--- src/rtl/rwl_pkg.sv ---
// ----------------------------------------------------------------------------
// rwl_pkg
// Shared types and codes for the reader-writer lock arbiter.
// ----------------------------------------------------------------------------
package rwl_pkg;

  localparam int unsigned KindW  = 3;
  localparam int unsigned IdW    = 4;
  localparam int unsigned TmoInW = 16;
  localparam int unsigned EvW    = 3;
  localparam int unsigned CntW   = 5;
  localparam logic [CntW-1:0] ReaderMax = 5'd31;

  typedef enum logic [KindW-1:0] {
    KIND_ENTER_READ  = 3'd0,
    KIND_ENTER_WRITE = 3'd1,
    KIND_EXIT_READ   = 3'd2,
    KIND_EXIT_WRITE  = 3'd3,
    KIND_TICK        = 3'd4
  } kind_e;

  typedef enum logic [EvW-1:0] {
    EV_GRANTED   = 3'd0,
    EV_QUEUED    = 3'd1,
    EV_TIMED_OUT = 3'd2,
    EV_RELEASED  = 3'd3,
    EV_ERROR     = 3'd4
  } event_e;

  typedef enum logic [2:0] {
    ST_IDLE,
    ST_RGRANT,
    ST_WPOP,
    ST_TICK,
    ST_DONE
  } state_e;

  // one result word from the sequencer to the output stage
  typedef struct packed {
    logic             valid;
    logic [IdW-1:0]   who;
    event_e           ev;
    logic             last;
  } res_t;

endpackage

--- src/rtl/reader_writer_lock_arbiter_unit.sv ---
// ----------------------------------------------------------------------------
// reader_writer_lock_arbiter_unit
// Writer-preferring reader-writer lock with reader and writer wait queues.
// ----------------------------------------------------------------------------
// Raise start while busy is low; the word is taken at the rising edge where
// start is high and busy is low. Results come back on valid_o, at most one a
// cycle, with last_o on the final one; for every kind but a tick the first
// comes the cycle after acceptance. They must be taken when shown, since the
// receiver cannot stall. Waking the reader queue grants each waiting reader
// in turn, and granting a waiting writer first shifts the writer queue
// forward. A tick walks the writer queue in a single compact/decrement step,
// dropping expired writers and counting down the timeouts of the rest.
module reader_writer_lock_arbiter_unit #(
  parameter int unsigned MAX_THREADS  = 16,
  parameter int unsigned QUEUE_DEPTH  = 16,
  parameter int unsigned TIMEOUT_BITS = 16
) (
  input  logic        clk_i,
  input  logic        rst_ni,
  input  logic        start,
  output logic        busy,
  input  logic [2:0]  kind_i,
  input  logic [3:0]  requester_i,
  input  logic [15:0] timeout_ms_i,
  output logic        valid_o,
  output logic [3:0]  who_o,
  output logic [2:0]  event_res_o,
  output logic        last_o
);
  import rwl_pkg::*;

  localparam int unsigned QW = $clog2(QUEUE_DEPTH);
  localparam int unsigned QCW = $clog2(QUEUE_DEPTH + 1);
  localparam logic [QCW-1:0] QFull = QCW'(QUEUE_DEPTH);
  localparam int unsigned TW = TIMEOUT_BITS;

  logic [IdW-1:0] rq_mem [QUEUE_DEPTH];
  logic [IdW-1:0] wq_id  [QUEUE_DEPTH];
  logic [TW-1:0]  wq_cd  [QUEUE_DEPTH];
  logic           wq_lim [QUEUE_DEPTH];

  state_e         state_q, state_d;
  logic [CntW-1:0] rcnt_q, rcnt_d;
  logic           wact_q, wact_d;
  logic [QCW-1:0] rwc_q, rwc_d, wwc_q, wwc_d;
  logic [QCW-1:0] i_q, i_d, k_q, k_d;
  logic [IdW-1:0] hold_id_q, hold_id_d;
  res_t           res;

  // queue write controls
  logic           rq_we;
  logic [QW-1:0]  rq_wa;
  logic           wq_we;
  logic [QW-1:0]  wq_wa;
  logic [IdW-1:0] wq_wid;
  logic [TW-1:0]  wq_wcd;
  logic           wq_wlim;

  logic [QW-1:0]  ia;
  logic [TW-1:0]  cd_dec;
  logic           expired;
  logic           req_bad;
  logic [TW-1:0]  tmo;

  assign ia      = i_q[QW-1:0];
  assign cd_dec  = (wq_cd[ia] != '0) ? wq_cd[ia] - TW'(1) : wq_cd[ia];
  assign expired = wq_lim[ia] && (cd_dec == '0);
  assign req_bad = 32'(requester_i) >= MAX_THREADS;
  assign tmo     = TW'(timeout_ms_i & 16'((64'd1 << TW) - 64'd1));
  assign busy    = (state_q != ST_IDLE);

  always_ff @(posedge clk_i) begin
    if (rq_we) rq_mem[rq_wa] <= requester_i;
    if (wq_we) begin
      wq_id[wq_wa]  <= wq_wid;
      wq_cd[wq_wa]  <= wq_wcd;
      wq_lim[wq_wa] <= wq_wlim;
    end
  end

  always_ff @(posedge clk_i or negedge rst_ni) begin
    if (!rst_ni) begin
      state_q <= ST_IDLE;
      rcnt_q  <= '0;
      wact_q  <= 1'b0;
      rwc_q   <= '0;
      wwc_q   <= '0;
      i_q     <= '0;
      k_q     <= '0;
      hold_id_q <= '0;
    end else begin
      state_q <= state_d;
      rcnt_q  <= rcnt_d;
      wact_q  <= wact_d;
      rwc_q   <= rwc_d;
      wwc_q   <= wwc_d;
      i_q     <= i_d;
      k_q     <= k_d;
      hold_id_q <= hold_id_d;
    end
  end

  // sequencer: next state
  always_comb begin
    state_d = state_q;
    unique case (state_q)
      ST_IDLE: begin
        if (start) begin
          state_d = ST_DONE;
          if (!(kind_i > 3'd4 || (kind_i != KIND_TICK && req_bad))) begin
            unique case (kind_e'(kind_i))
              KIND_EXIT_READ: begin
                if (rcnt_q == CntW'(1) && !wact_q && wwc_q != '0) state_d = ST_WPOP;
              end
              KIND_EXIT_WRITE: begin
                if (wact_q) begin
                  if (rwc_q != '0) state_d = ST_RGRANT;
                  else if (wwc_q != '0) state_d = ST_WPOP;
                end
              end
              KIND_TICK: state_d = ST_TICK;
              default: state_d = ST_DONE;
            endcase
          end
        end
      end
      ST_RGRANT: begin
        if (i_q + QCW'(1) >= rwc_q) state_d = ST_DONE;
      end
      ST_WPOP: begin
        if (i_q >= wwc_q) state_d = ST_DONE;
      end
      ST_TICK: begin
        if (i_q >= wwc_q) state_d = ST_DONE;
      end
      ST_DONE: state_d = ST_IDLE;
      default: state_d = ST_IDLE;
    endcase
  end

  // sequencer: counters, queue writes and result words
  always_comb begin
    rcnt_d = rcnt_q; wact_d = wact_q; rwc_d = rwc_q; wwc_d = wwc_q;
    i_d = i_q; k_d = k_q; hold_id_d = hold_id_q;
    rq_we = 1'b0; rq_wa = rwc_q[QW-1:0];
    wq_we = 1'b0; wq_wa = wwc_q[QW-1:0];
    wq_wid = requester_i; wq_wcd = tmo; wq_wlim = (tmo != '0);
    res = '{valid: 1'b0, who: requester_i, ev: EV_ERROR, last: 1'b1};
    unique case (state_q)
      ST_IDLE: begin
        if (start) begin
          res.valid = 1'b1;
          if (kind_i > 3'd4 || (kind_i != KIND_TICK && req_bad)) begin
            res.ev = EV_ERROR;
          end else begin
            unique case (kind_e'(kind_i))
              KIND_ENTER_READ: begin
                if (!wact_q && wwc_q == '0) begin
                  if (rcnt_q >= ReaderMax) res.ev = EV_ERROR;
                  else begin
                    rcnt_d = rcnt_q + CntW'(1);
                    res.ev = EV_GRANTED;
                  end
                end else if (rwc_q >= QFull) res.ev = EV_ERROR;
                else begin
                  rq_we = 1'b1;
                  rwc_d = rwc_q + QCW'(1);
                  res.ev = EV_QUEUED;
                end
              end
              KIND_ENTER_WRITE: begin
                if (rcnt_q == '0 && !wact_q) begin
                  wact_d = 1'b1;
                  res.ev = EV_GRANTED;
                end else if (wwc_q >= QFull) res.ev = EV_ERROR;
                else begin
                  wq_we = 1'b1;
                  wwc_d = wwc_q + QCW'(1);
                  res.ev = EV_QUEUED;
                end
              end
              KIND_EXIT_READ: begin
                if (rcnt_q == '0) res.ev = EV_ERROR;
                else begin
                  rcnt_d = rcnt_q - CntW'(1);
                  res.ev = EV_RELEASED;
                  if (rcnt_q == CntW'(1) && !wact_q && wwc_q != '0) begin
                    res.last = 1'b0;
                    wact_d = 1'b1;
                    hold_id_d = wq_id[0];
                    i_d = QCW'(1);
                  end
                end
              end
              KIND_EXIT_WRITE: begin
                if (!wact_q) res.ev = EV_ERROR;
                else begin
                  wact_d = 1'b0;
                  res.ev = EV_RELEASED;
                  i_d = '0;
                  if (rwc_q != '0) begin
                    res.last = 1'b0;
                  end else if (wwc_q != '0) begin
                    res.last = 1'b0;
                    wact_d = 1'b1;
                    hold_id_d = wq_id[0];
                    i_d = QCW'(1);
                  end
                end
              end
              default: begin
                // tick: walk the writer queue
                res.valid = 1'b0;
                i_d = '0;
                k_d = '0;
              end
            endcase
          end
        end
      end
      ST_RGRANT: begin
        res.valid = 1'b1;
        res.who = rq_mem[ia];
        res.ev = EV_GRANTED;
        res.last = (i_q + QCW'(1) >= rwc_q);
        if (rcnt_q < ReaderMax) rcnt_d = rcnt_q + CntW'(1);
        i_d = i_q + QCW'(1);
        if (res.last) rwc_d = '0;
      end
      ST_WPOP: begin
        // shift one entry forward a cycle, grant when the shift ends
        if (i_q < wwc_q) begin
          wq_we = 1'b1;
          wq_wa = QW'(i_q - QCW'(1));
          wq_wid = wq_id[ia]; wq_wcd = wq_cd[ia]; wq_wlim = wq_lim[ia];
          i_d = i_q + QCW'(1);
        end else begin
          res.valid = 1'b1;
          res.who = hold_id_q;
          res.ev = EV_GRANTED;
          wwc_d = wwc_q - QCW'(1);
        end
      end
      ST_TICK: begin
        if (i_q < wwc_q) begin
          if (expired) begin
            res.valid = 1'b1;
            res.who = wq_id[ia];
            res.ev = EV_TIMED_OUT;
            res.last = 1'b1;
            // is any later entry still to expire? decided by lookahead scan
            for (int j = 0; j < QUEUE_DEPTH; j++) begin
              if (QCW'(j) > i_q && QCW'(j) < wwc_q && wq_lim[j] && wq_cd[j] <= TW'(1))
                res.last = 1'b0;
            end
          end else begin
            wq_we = 1'b1;
            wq_wa = k_q[QW-1:0];
            wq_wid = wq_id[ia]; wq_wcd = cd_dec; wq_wlim = wq_lim[ia];
            k_d = k_q + QCW'(1);
          end
          i_d = i_q + QCW'(1);
        end else begin
          wwc_d = k_q;
        end
      end
      ST_DONE: ;
      default: ;
    endcase
  end

  rwl_out u_out (
    .clk_i       (clk_i),
    .rst_ni      (rst_ni),
    .res_i       (res),
    .valid_o     (valid_o),
    .who_o       (who_o),
    .event_res_o (event_res_o),
    .last_o      (last_o)
  );

endmodule

--- src/rtl/rwl_out.sv ---
// ----------------------------------------------------------------------------
// rwl_out
// Output register: presents each result word for one cycle with a strobe.
// ----------------------------------------------------------------------------
module rwl_out (
  input  logic            clk_i,
  input  logic            rst_ni,
  input  rwl_pkg::res_t   res_i,
  output logic            valid_o,
  output logic [3:0]      who_o,
  output logic [2:0]      event_res_o,
  output logic            last_o
);
  import rwl_pkg::*;

  logic        valid_q;
  logic [3:0]  who_q;
  logic [2:0]  ev_q;
  logic        last_q;

  always_ff @(posedge clk_i or negedge rst_ni) begin
    if (!rst_ni) begin
      valid_q <= 1'b0;
    end else begin
      valid_q <= res_i.valid;
    end
  end

  always_ff @(posedge clk_i) begin
    if (res_i.valid) begin
      who_q  <= res_i.who;
      ev_q   <= res_i.ev;
      last_q <= res_i.last;
    end
  end

  assign valid_o     = valid_q;
  assign who_o       = who_q;
  assign event_res_o = ev_q;
  assign last_o      = last_q;

endmodule
--- config.mk ---
export PLATFORM = sky130hd
export DESIGN_NAME = reader_writer_lock_arbiter_unit
export DESIGN_NICKNAME = d
export VERILOG_FILES = /design/src/rtl/rwl_pkg.sv /design/src/rtl/reader_writer_lock_arbiter_unit.sv /design/src/rtl/rwl_out.sv
export SDC_FILE = /design/constraint.sdc
export NUM_CORES = 1
export LEC_CHECK = 0
export BUFFER_PORTS_ARGS = -buffer_cell sky130_fd_sc_hd__buf_2
export CAP_MARGIN = 10
export CELL_PAD_IN_SITES_DETAIL_PLACEMENT = 2
export CELL_PAD_IN_SITES_GLOBAL_PLACEMENT = 2
export CORE_ASPECT_RATIO = 0.7
export CORE_UTILIZATION = 50
export DETAILED_ROUTE_END_ITERATION = 6
export PLACE_DENSITY = 0.95
export SLEW_MARGIN = 20
export SYNTH_ARGS = -nofsm -noshare
export SYNTH_HDL_FRONTEND = slang
export SYNTH_SLANG_ARGS = --single-unit
--- constraint.sdc ---
create_clock -name clk_i -period 19.3 [get_ports clk_i]
set_input_delay 0.965 -clock clk_i [delete_from_list [all_inputs] [get_ports clk_i]]
set_output_delay 0.965 -clock clk_i [all_outputs]
set_load 0.005 [all_outputs]
==> reports/metrics.cfg, run 1 <==
[grt]
overflow=0
grt_busiest_layer=met1
met1_usage_pct=65.4
grt_pass1_vias=16500
grtUsageMet3_pct=12.3
grt_use_met2_pct=64.7
grt_antenna_before_repair=3
grt_pass1_wl_mm=134
grt_max_degree=78
grt_usage_pct=45.1

[timing]
slew_violations=0
setup_tns_ps=0
tightest_slew_ps=1270
clock_skew_ps=22.7
period_needed_ps=8620
finalHoldViolCount=0
finalCritPeriodShare_pct=44.7
fmax_mhz=116
rsz0062_at_grt=false
setup_viol=0
relSlewSlack_pct=15.3
holdWs_ps=515

[placement]
gp_congestion=0.971
portBuffers=35
dp_cells=1978
hpwl_mm=61.0
place_area_um2=21600

[final_layout]
fillCellCount=3600
syn_to_final_growth_pct=11.5
final_common_cell=edfxtp_1
fin_area_um2=23300
drive_above_1_share_pct=19.4
nets=1537
layout_common_cells=edfxtp_1 (408), nand2_1 (104), mux4_2 (98)
fin_util_pct=56.6
layout.cells.non_filler=2064

[routing]
wl_per_cell_um=46.8
drc=0
vias=16700
dr.pass1.iters=5
vias_per_cell=8.11
first_iter_violations=3075
drt_wl_total_mm=96.5
drtAntennaViolNets=0

[floorplan]
initial_core_util_pct=50.8
die_area_um2=42600
fp.dieH_um=173
pin_count=36
dieWidth_um=246
rows=62
core_um2=41100

[synthesis]
synth_enable_flop_cells=408
synthAdderAreaFrac_pct=1.68
syn_avg_cell_area_um2=14.4
synth_nets=1506
synthCells=1452
seq_area_frac_synth_pct=62.7
synth_top_family_by_area=multiplexers
mappedNetlistArea_um2=20900
yosysWarningCount=0
yosysTopAreaCellShare_pct=58.7
synthMuxAreaShare_pct=12.3
synth_compound_area_share_pct=8.79
ys_ff_latch=442
synth_simple_gate_area_share_pct=11.3
synth-async-reset-ratio_pct=7.69
synth-xor-area-share_pct=0.797
yosys.area.top_type=edfxtp_1
yosysUniqueCellTypes=83
ys_top_cells_by_area=edfxtp_1 (59%), mux4_2 (11%), dfrtp_1 (4.1%), nand2_1 (1.9%), nor2_1 (1.9%)
synthFlopType=edfxtp_1

[power]
p_leak_nw=7.29
irDropWorstVdd_mv=0.131
p_per_area_nw_per_um2=135

[worst_setup_path]
cpPeakStageDelay_ps=900
start_kind=register
worstPathMaxFanout=53
r2r_start=i_q[0]
crit_family=simple AND/OR/NAND/NOR gates
worstPathRequired_ps=19570
cp-end-kind=register
path_buf_inv=3
cp-startpoint=i_q[0]
crit_arrival_ps=8890
crit_chain=buf_4 -> inv_1 -> nand2_1 -> a21oi_1 -> a21oi_1 -> ha_1 -> o211ai_1 -> nor3_2 -> nand3_2 -> a2111oi_2 -> o211a_1 -> and3_1 -> mux2i_1 -> nor2_1 -> nor4b_2 -> buf_4
worstSetupPathType=register to register
cp_slowest_cell=nor4b_2

[run]
drv_cap=0

[clock_network]
clkLatencyLatePin_ps=600
cts_resized=0
cts_sinks=442
path_clk_slew_ps=80
h-tree-depth=2
cts_tree=yes
numCtsBuffers=44
cts_hold_buf=0
cts-root-buf=clkbuf_16
clk_path_buf_depth=3
cts_setup_buffers=0

[outcome]
status=completed

[worst_hold_path]
hold_path_class=primary input to asynchronous set/reset pin

==> where the power goes <==
part	total, mW	internal (mW)	switching (mW)
Clock	0.915	0.491	0.424
Sequential	1.25	1.17	0.0828
Combinational	0.976	0.268	0.708
Total	3.14	1.92	1.22
==> state kept, by name, indices dropped and copies added (netlist names) <==
| name | cells |
|---|---|
| wq_cd | 256 |
| rq_mem | 64 |
| wq_id | 64 |
| wq_lim | 16 |
| i_q | 5 |
| k_q | 5 |
| rcnt_q | 5 |
| rwc_q | 5 |
| wwc_q | 5 |
| hold_id_q | 4 |
| u_out.who_o | 4 |
| state_q | 3 |
| u_out.event_res_o | 3 |
| u_out.last_o | 1 |
| u_out.valid_o | 1 |
| wact_q | 1 |
==> cell usage after synthesis, types with 6 or more instances <==
| cell type | instances |
|---|---|
| clkbuf_1 | 45 |
| nand4_1 | 18 |
| buf_2 | 12 |
| nor2_1 | 104 |
| nand2_1 | 104 |
| mux4_2 | 98 |
| a22oi_1 | 22 |
| inv_1 | 28 |
| o22ai_1 | 28 |
| o211ai_1 | 7 |
| or2_2 | 6 |
| mux2_2 | 12 |
| o22a_1 | 12 |
| buf_1 | 10 |
| ha_1 | 28 |
| and3_1 | 10 |
| nor4_1 | 52 |
| nor4b_1 | 20 |
| buf_6 | 9 |
| a21oi_1 | 63 |
| nor3_1 | 29 |
| o221ai_1 | 8 |
| dfrtp_1 | 34 |
| and2_1 | 7 |
| nand2b_1 | 11 |
| xnor2_1 | 14 |
| edfxtp_1 | 408 |
| a2111oi_0 | 9 |
| a31oi_1 | 14 |
| or4_1 | 8 |
| mux2i_1 | 22 |
| a21o_1 | 6 |
| nand3_1 | 35 |
| o21ai_0 | 52 |
| nor2b_1 | 9 |
| a211oi_1 | 6 |
==> cell type report <==
cell class	instances	area (um^2)	area share (%)
clock buffer	52	1170	5.03
timing repair buffer	64	445	1.91
inverter	28	105	0.451
sequential	442	13100	56.3
tap	544	681	2.92
multi-input combinational	903	7490	32.2
antenna	2	5.00	0.0215
clock inverter	29	274	1.18
==> cell families after synthesis <==
logic type / Yosys count
AOI/OAI and AO/OA: 277
xor gates and xnor gates: 19
adders and majority gates: 28
buffers and inverters: 107
DFF: 442
muxes: 132
and+or+nand+nor: 447
==> metrics by stage <==
stage,worst slack (ps),power [mW]
CTS,11140,3.03
global route,10750,3.16
finish,10680,3.14
floorplan,12250,1.73
global placement,12060,2.00
detailed placement,11390,2.09
==> final timing paths <==
path                            depth (start not counted)  slack, ps           to
worst max-delay path                                   16      10680  wq_cd[1][2]
worst min-delay path                                    1        520       i_q[2]
worst max register to register                         16      10680  wq_cd[1][2]
worst min register to register                          1        550    rcnt_q[2]
max in group asynchronous                               1      18090       i_q[0]
min in group clk_i                                      1        550    rcnt_q[2]
==> routing by layer <==
metal  part of all wire (%)  wire (um)  vias to the layer above
li1                       -          -                     5921
met1                     37      35900                     8555
met2                     42      40500                     1830
met3                     15      14700                      430
met4                    5.7       5480                        0
met5                      0          0                        -
No activity file was read; power rests on OpenSTA's default activity.
==> run 2, diff against run 1 <==
--- a/config.mk
+++ b/config.mk
@@ -5,14 +5,15 @@
 export SDC_FILE = /design/constraint.sdc
 export NUM_CORES = 1
 export LEC_CHECK = 0
+export ABC_AREA = 1
 export BUFFER_PORTS_ARGS = -buffer_cell sky130_fd_sc_hd__buf_2
 export CAP_MARGIN = 10
 export CELL_PAD_IN_SITES_DETAIL_PLACEMENT = 2
 export CELL_PAD_IN_SITES_GLOBAL_PLACEMENT = 2
 export CORE_ASPECT_RATIO = 0.7
-export CORE_UTILIZATION = 50
+export CORE_UTILIZATION = 37
 export DETAILED_ROUTE_END_ITERATION = 6
-export PLACE_DENSITY = 0.95
+export PLACE_DENSITY = 0.86
 export SLEW_MARGIN = 20
 export SYNTH_ARGS = -nofsm -noshare
 export SYNTH_HDL_FRONTEND = slang
==> constraint.sdc (replaced) <==
create_clock -name clk_i -period 7.7 [get_ports clk_i]
set_input_delay 0.385 -clock clk_i [delete_from_list [all_inputs] [get_ports clk_i]]
set_output_delay 0.385 -clock clk_i [all_outputs]
set_load 0.005 [all_outputs]
==> run 2 against run 1 <==
  * First-iteration DRC count shrank 36%
  * Combinational power grew to 2.9 times the previous value
  * Non-clock buffer count rose by 20
  * Cell count increased by 56%
  * Largest cell class unchanged
  * Synthesized area grew 6.8%
  * Largest power group unchanged
  * Cell area up 6.6%
  * Sequential power rose to 2.5 times the previous value
  * Register-to-register slack got worse by 9600 ps
==> reports/metrics.cfg, run 2 <==
[outcome]
status=completed  ; unchanged

[grt]
overflow=0  ; unchanged
grt_antenna_before_repair=2  ; was 3
grt_pass1_wl_mm=139  ; was 134 mm
grt_usage_pct=31.0  ; was 45.1%
grt_max_degree=157  ; was 78
grt_pass1_vias=20100  ; was 16,500

[final_layout]
syn_to_final_growth_pct=11.3  ; was 11.5%
drive_above_1_share_pct=8.76  ; was 19.4%
largest_reg_flops=256  ; unchanged
multiInputGateArea_um2=7280  ; was 7490 um^2
final_common_cell=nand2_1  ; was edfxtp_1
fillCellCount=6356  ; was 3,600
top_regs=wq_cd: 256 flops, rq_mem: 64 flops, wq_id: 64 flops  ; unchanged
max_flop_register=wq_cd  ; unchanged
layout_common_cells=nand2_1 (570), edfxtp_1 (408), inv_1 (355)  ; was edfxtp_1 (408), nand2_1 (104), mux4_2 (98)
nets=2452  ; was 1,537
layout.cells.non_filler=3230  ; was 2,064
regArea_um2=13100  ; about the same

[clock_network]
numCtsBuffers=45  ; was 44
h-tree-depth=2  ; unchanged
clk_path_buf_depth=3  ; unchanged
cts_sinks=442  ; unchanged
path_clk_slew_ps=70  ; was 80 ps
cts-root-buf=clkbuf_16  ; unchanged
clkLatencyLatePin_ps=600  ; about the same
cts_tree=yes  ; unchanged

[routing]
vias_per_cell=5.92  ; was 8.11
drc=0  ; unchanged
dr.pass1.iters=5  ; unchanged
vias=19100  ; was 16,700
first_iter_violations=1969  ; was 3,075
drt_wl_total_mm=95.4  ; was 96.5 mm
drtAntennaViolNets=0  ; unchanged
wl_per_cell_um=29.5  ; was 46.8 um

[worst_setup_path]
r2r.worst_path.cells=25  ; was 16
cp-end-kind=register  ; unchanged
start_kind=register  ; unchanged
worstPathRequired_ps=7970  ; was 19,570 ps
worstPathMaxFanout=49  ; was 53
crit_arrival_ps=6870  ; was 8890 ps
worstSetupPathType=register to register  ; unchanged

[synthesis]
syn_avg_cell_area_um2=9.49  ; was 14.4 um^2
synth-async-reset-ratio_pct=7.69  ; unchanged
synthFlopType=edfxtp_1  ; unchanged
synthCells=2352  ; was 1,452
mappedNetlistArea_um2=22300  ; was 20,900 um^2
ys_top_cells_by_area=edfxtp_1 (55%), nand2_1 (9.6%), inv_1 (6.0%), nand3_1 (4.9%), dfrtp_1 (3.8%)  ; was edfxtp_1 (59%), mux4_2 (11%), dfrtp_1 (4.1%), nand2_1 (1.9%), nor2_1 (1.9%)
synth_enable_flop_cells=408  ; unchanged
synth_nets=2406  ; was 1,506
yosysUniqueCellTypes=53  ; was 83
ys_ff_latch=442  ; unchanged
yosysMostFrequentCell=nand2_1  ; was edfxtp_1
yosys.area.top_type=edfxtp_1  ; unchanged
yosysWarningCount=0  ; unchanged
synthTopCellsByCount=nand2_1 (570), edfxtp_1 (408), inv_1 (355)  ; was edfxtp_1 (408), nand2_1 (104), nor2_1 (104)
seq_area_frac_synth_pct=58.7  ; was 62.7%
yosysTopAreaCellShare_pct=54.9  ; was 58.7%

[timing]
slew_violations=0  ; unchanged
holdWs_ps=219  ; was 515 ps
finalCritPeriodShare_pct=85.8  ; was 44.7%
clock_skew_ps=41.8  ; was 22.7 ps
rsz0062_at_grt=false  ; unchanged
relSlewSlack_pct=12.6  ; was 15.3%
finalHoldViolCount=0  ; unchanged
tightest_slew_ps=1300  ; was 1270 ps
setup_viol=0  ; unchanged
period_needed_ps=6610  ; was 8620 ps
setup_tns_ps=0  ; unchanged
fmax_mhz=151  ; was 116 MHz

[placement]
gp_congestion=0.975  ; was 0.971
hpwl_mm=66.7  ; was 61.0 mm
dp_cells=3147  ; was 1,978
portBuffers=35  ; unchanged

[power]
p_per_area_nw_per_um2=332  ; was 135 nW/um^2
p_leak_nw=10.1  ; was 7.29 nW
finalPower_mw=8.26  ; was 3.14 mW
irDropWorstVdd_mv=0.217  ; was 0.131 mV

[run]
drv_cap=0  ; unchanged

[floorplan]
die_area_um2=61300  ; was 42,600 um^2
dieWidth_um=296  ; was 246 um
initial_core_util_pct=37.8  ; was 50.8%
pin_count=36  ; unchanged
fp.dieH_um=207  ; was 173 um
rows=74  ; was 62
core_um2=59000  ; was 41,100 um^2

[worst_hold_path]
whs_path_depth=3
hold_path_class=primary input to register  ; was primary input to asynchronous set/reset pin

[run 2: cell count changes in the layout (fill, tap and decap cells not counted), sizes merged, moves of 12 or more]
cell,previous run,this run
mux2,12,0
nand3,37,224
nand2,106,584
mux2i,22,2
mux4,98,0
buf,64,83
nor2,104,214
nor4b,21,1
a22oi,22,0
o22a,12,0
nand4,18,45
inv,28,365
o21ai,57,86
[run 2: power by group]
part | switching [mW] | internal (mW) | leakage (nW)
sequential | 0.162 | 3.00 | 4.09
clock | 1.03 | 1.25 | 0.714
combinational | 2.16 | 0.664 | 5.29
total | 3.35 | 4.91 | 10.1
[run 2: worst max-delay path, cell delays in order, from the launching register on]
cell	delay [ps]
dfrtp_1	630
nand2_8	270
clkinv_2	770
nand3_1	320
nand2_1	90
inv_1	90
nand3_1	140
nand2_2	230
ha_1	250
nand3_1	190
nor2_2	280
nand4_1	130
nand3_1	220
nand2_1	80
inv_1	60
nand2_1	50
nor2_2	130
nand2_4	170
nand2_4	360
nand2_1	150
nand3_2	120
nand2_1	60
nand2_1	130
nand2_1	190
nor2_2	650
buf_4	410
[run 2: cell families after synthesis]
logic type      count (synthesis)  share of synthesized area [%]
xor+xnor                       15                          0.589
compound gates                268                           7.62
mux                             2                         0.0897
flops                         442                           58.7
fa+ha+maj                      28                           1.57
buf+inv                       452                           9.01
simple gates                 1145                           22.4
[run 2: worst paths after layout]
check                              from              endpoint  slack, ps
min in group asynchronous        rst_ni              rwc_q[0]        510
hold / removal                    start  u_out.event_res_o[0]        220
setup / recovery                 i_q[1]          wq_cd[1][13]       1090
setup reg to reg                 i_q[1]          wq_cd[1][13]       1090
hold reg to reg            hold_id_q[2]          hold_id_q[2]        540
max in group asynchronous        rst_ni                i_q[0]       6480
[run 2: area by class of cell]
cell class / instances / share of cell area, %
diodes: 1 / 0.0101
clock buffers: 50 / 4.61
clock inverters: 30 / 1.25
inverters: 367 / 5.61
multi-input cells: 1458 / 29.3
flip-flops and latches: 442 / 52.8
well taps: 798 / 4.02
repair buffers: 84 / 2.41
[run 2: per-layer routing]
metal  vias to the layer above  part of all wire (%)  GRT usage [%]
li1                       8085                     -              -
met1                      9927                    44           45.6
met2                       941                    44           46.6
met3                       171                   8.8           5.37
met4                         4                   3.0           9.45
met5                         -                 0.034              0
[run 2: metrics by stage]
stage	worst slack (ps)	area [um^2]	util, %
after detailed placement	1360	23300	39.6
after floorplan	3190	22300	-
after global routing	799	24800	42.1
final	1090	24800	42.1
after CTS	1250	24800	42.0
after global placement	1770	23300	39.5
[run 2: timing repair]
item | in CTS | in global routing
resized for setup | 0 | 0
buffers inserted | 0 | 0
endpoints found under the hold margin | 23 | 0
hold buffers | 1 | 0
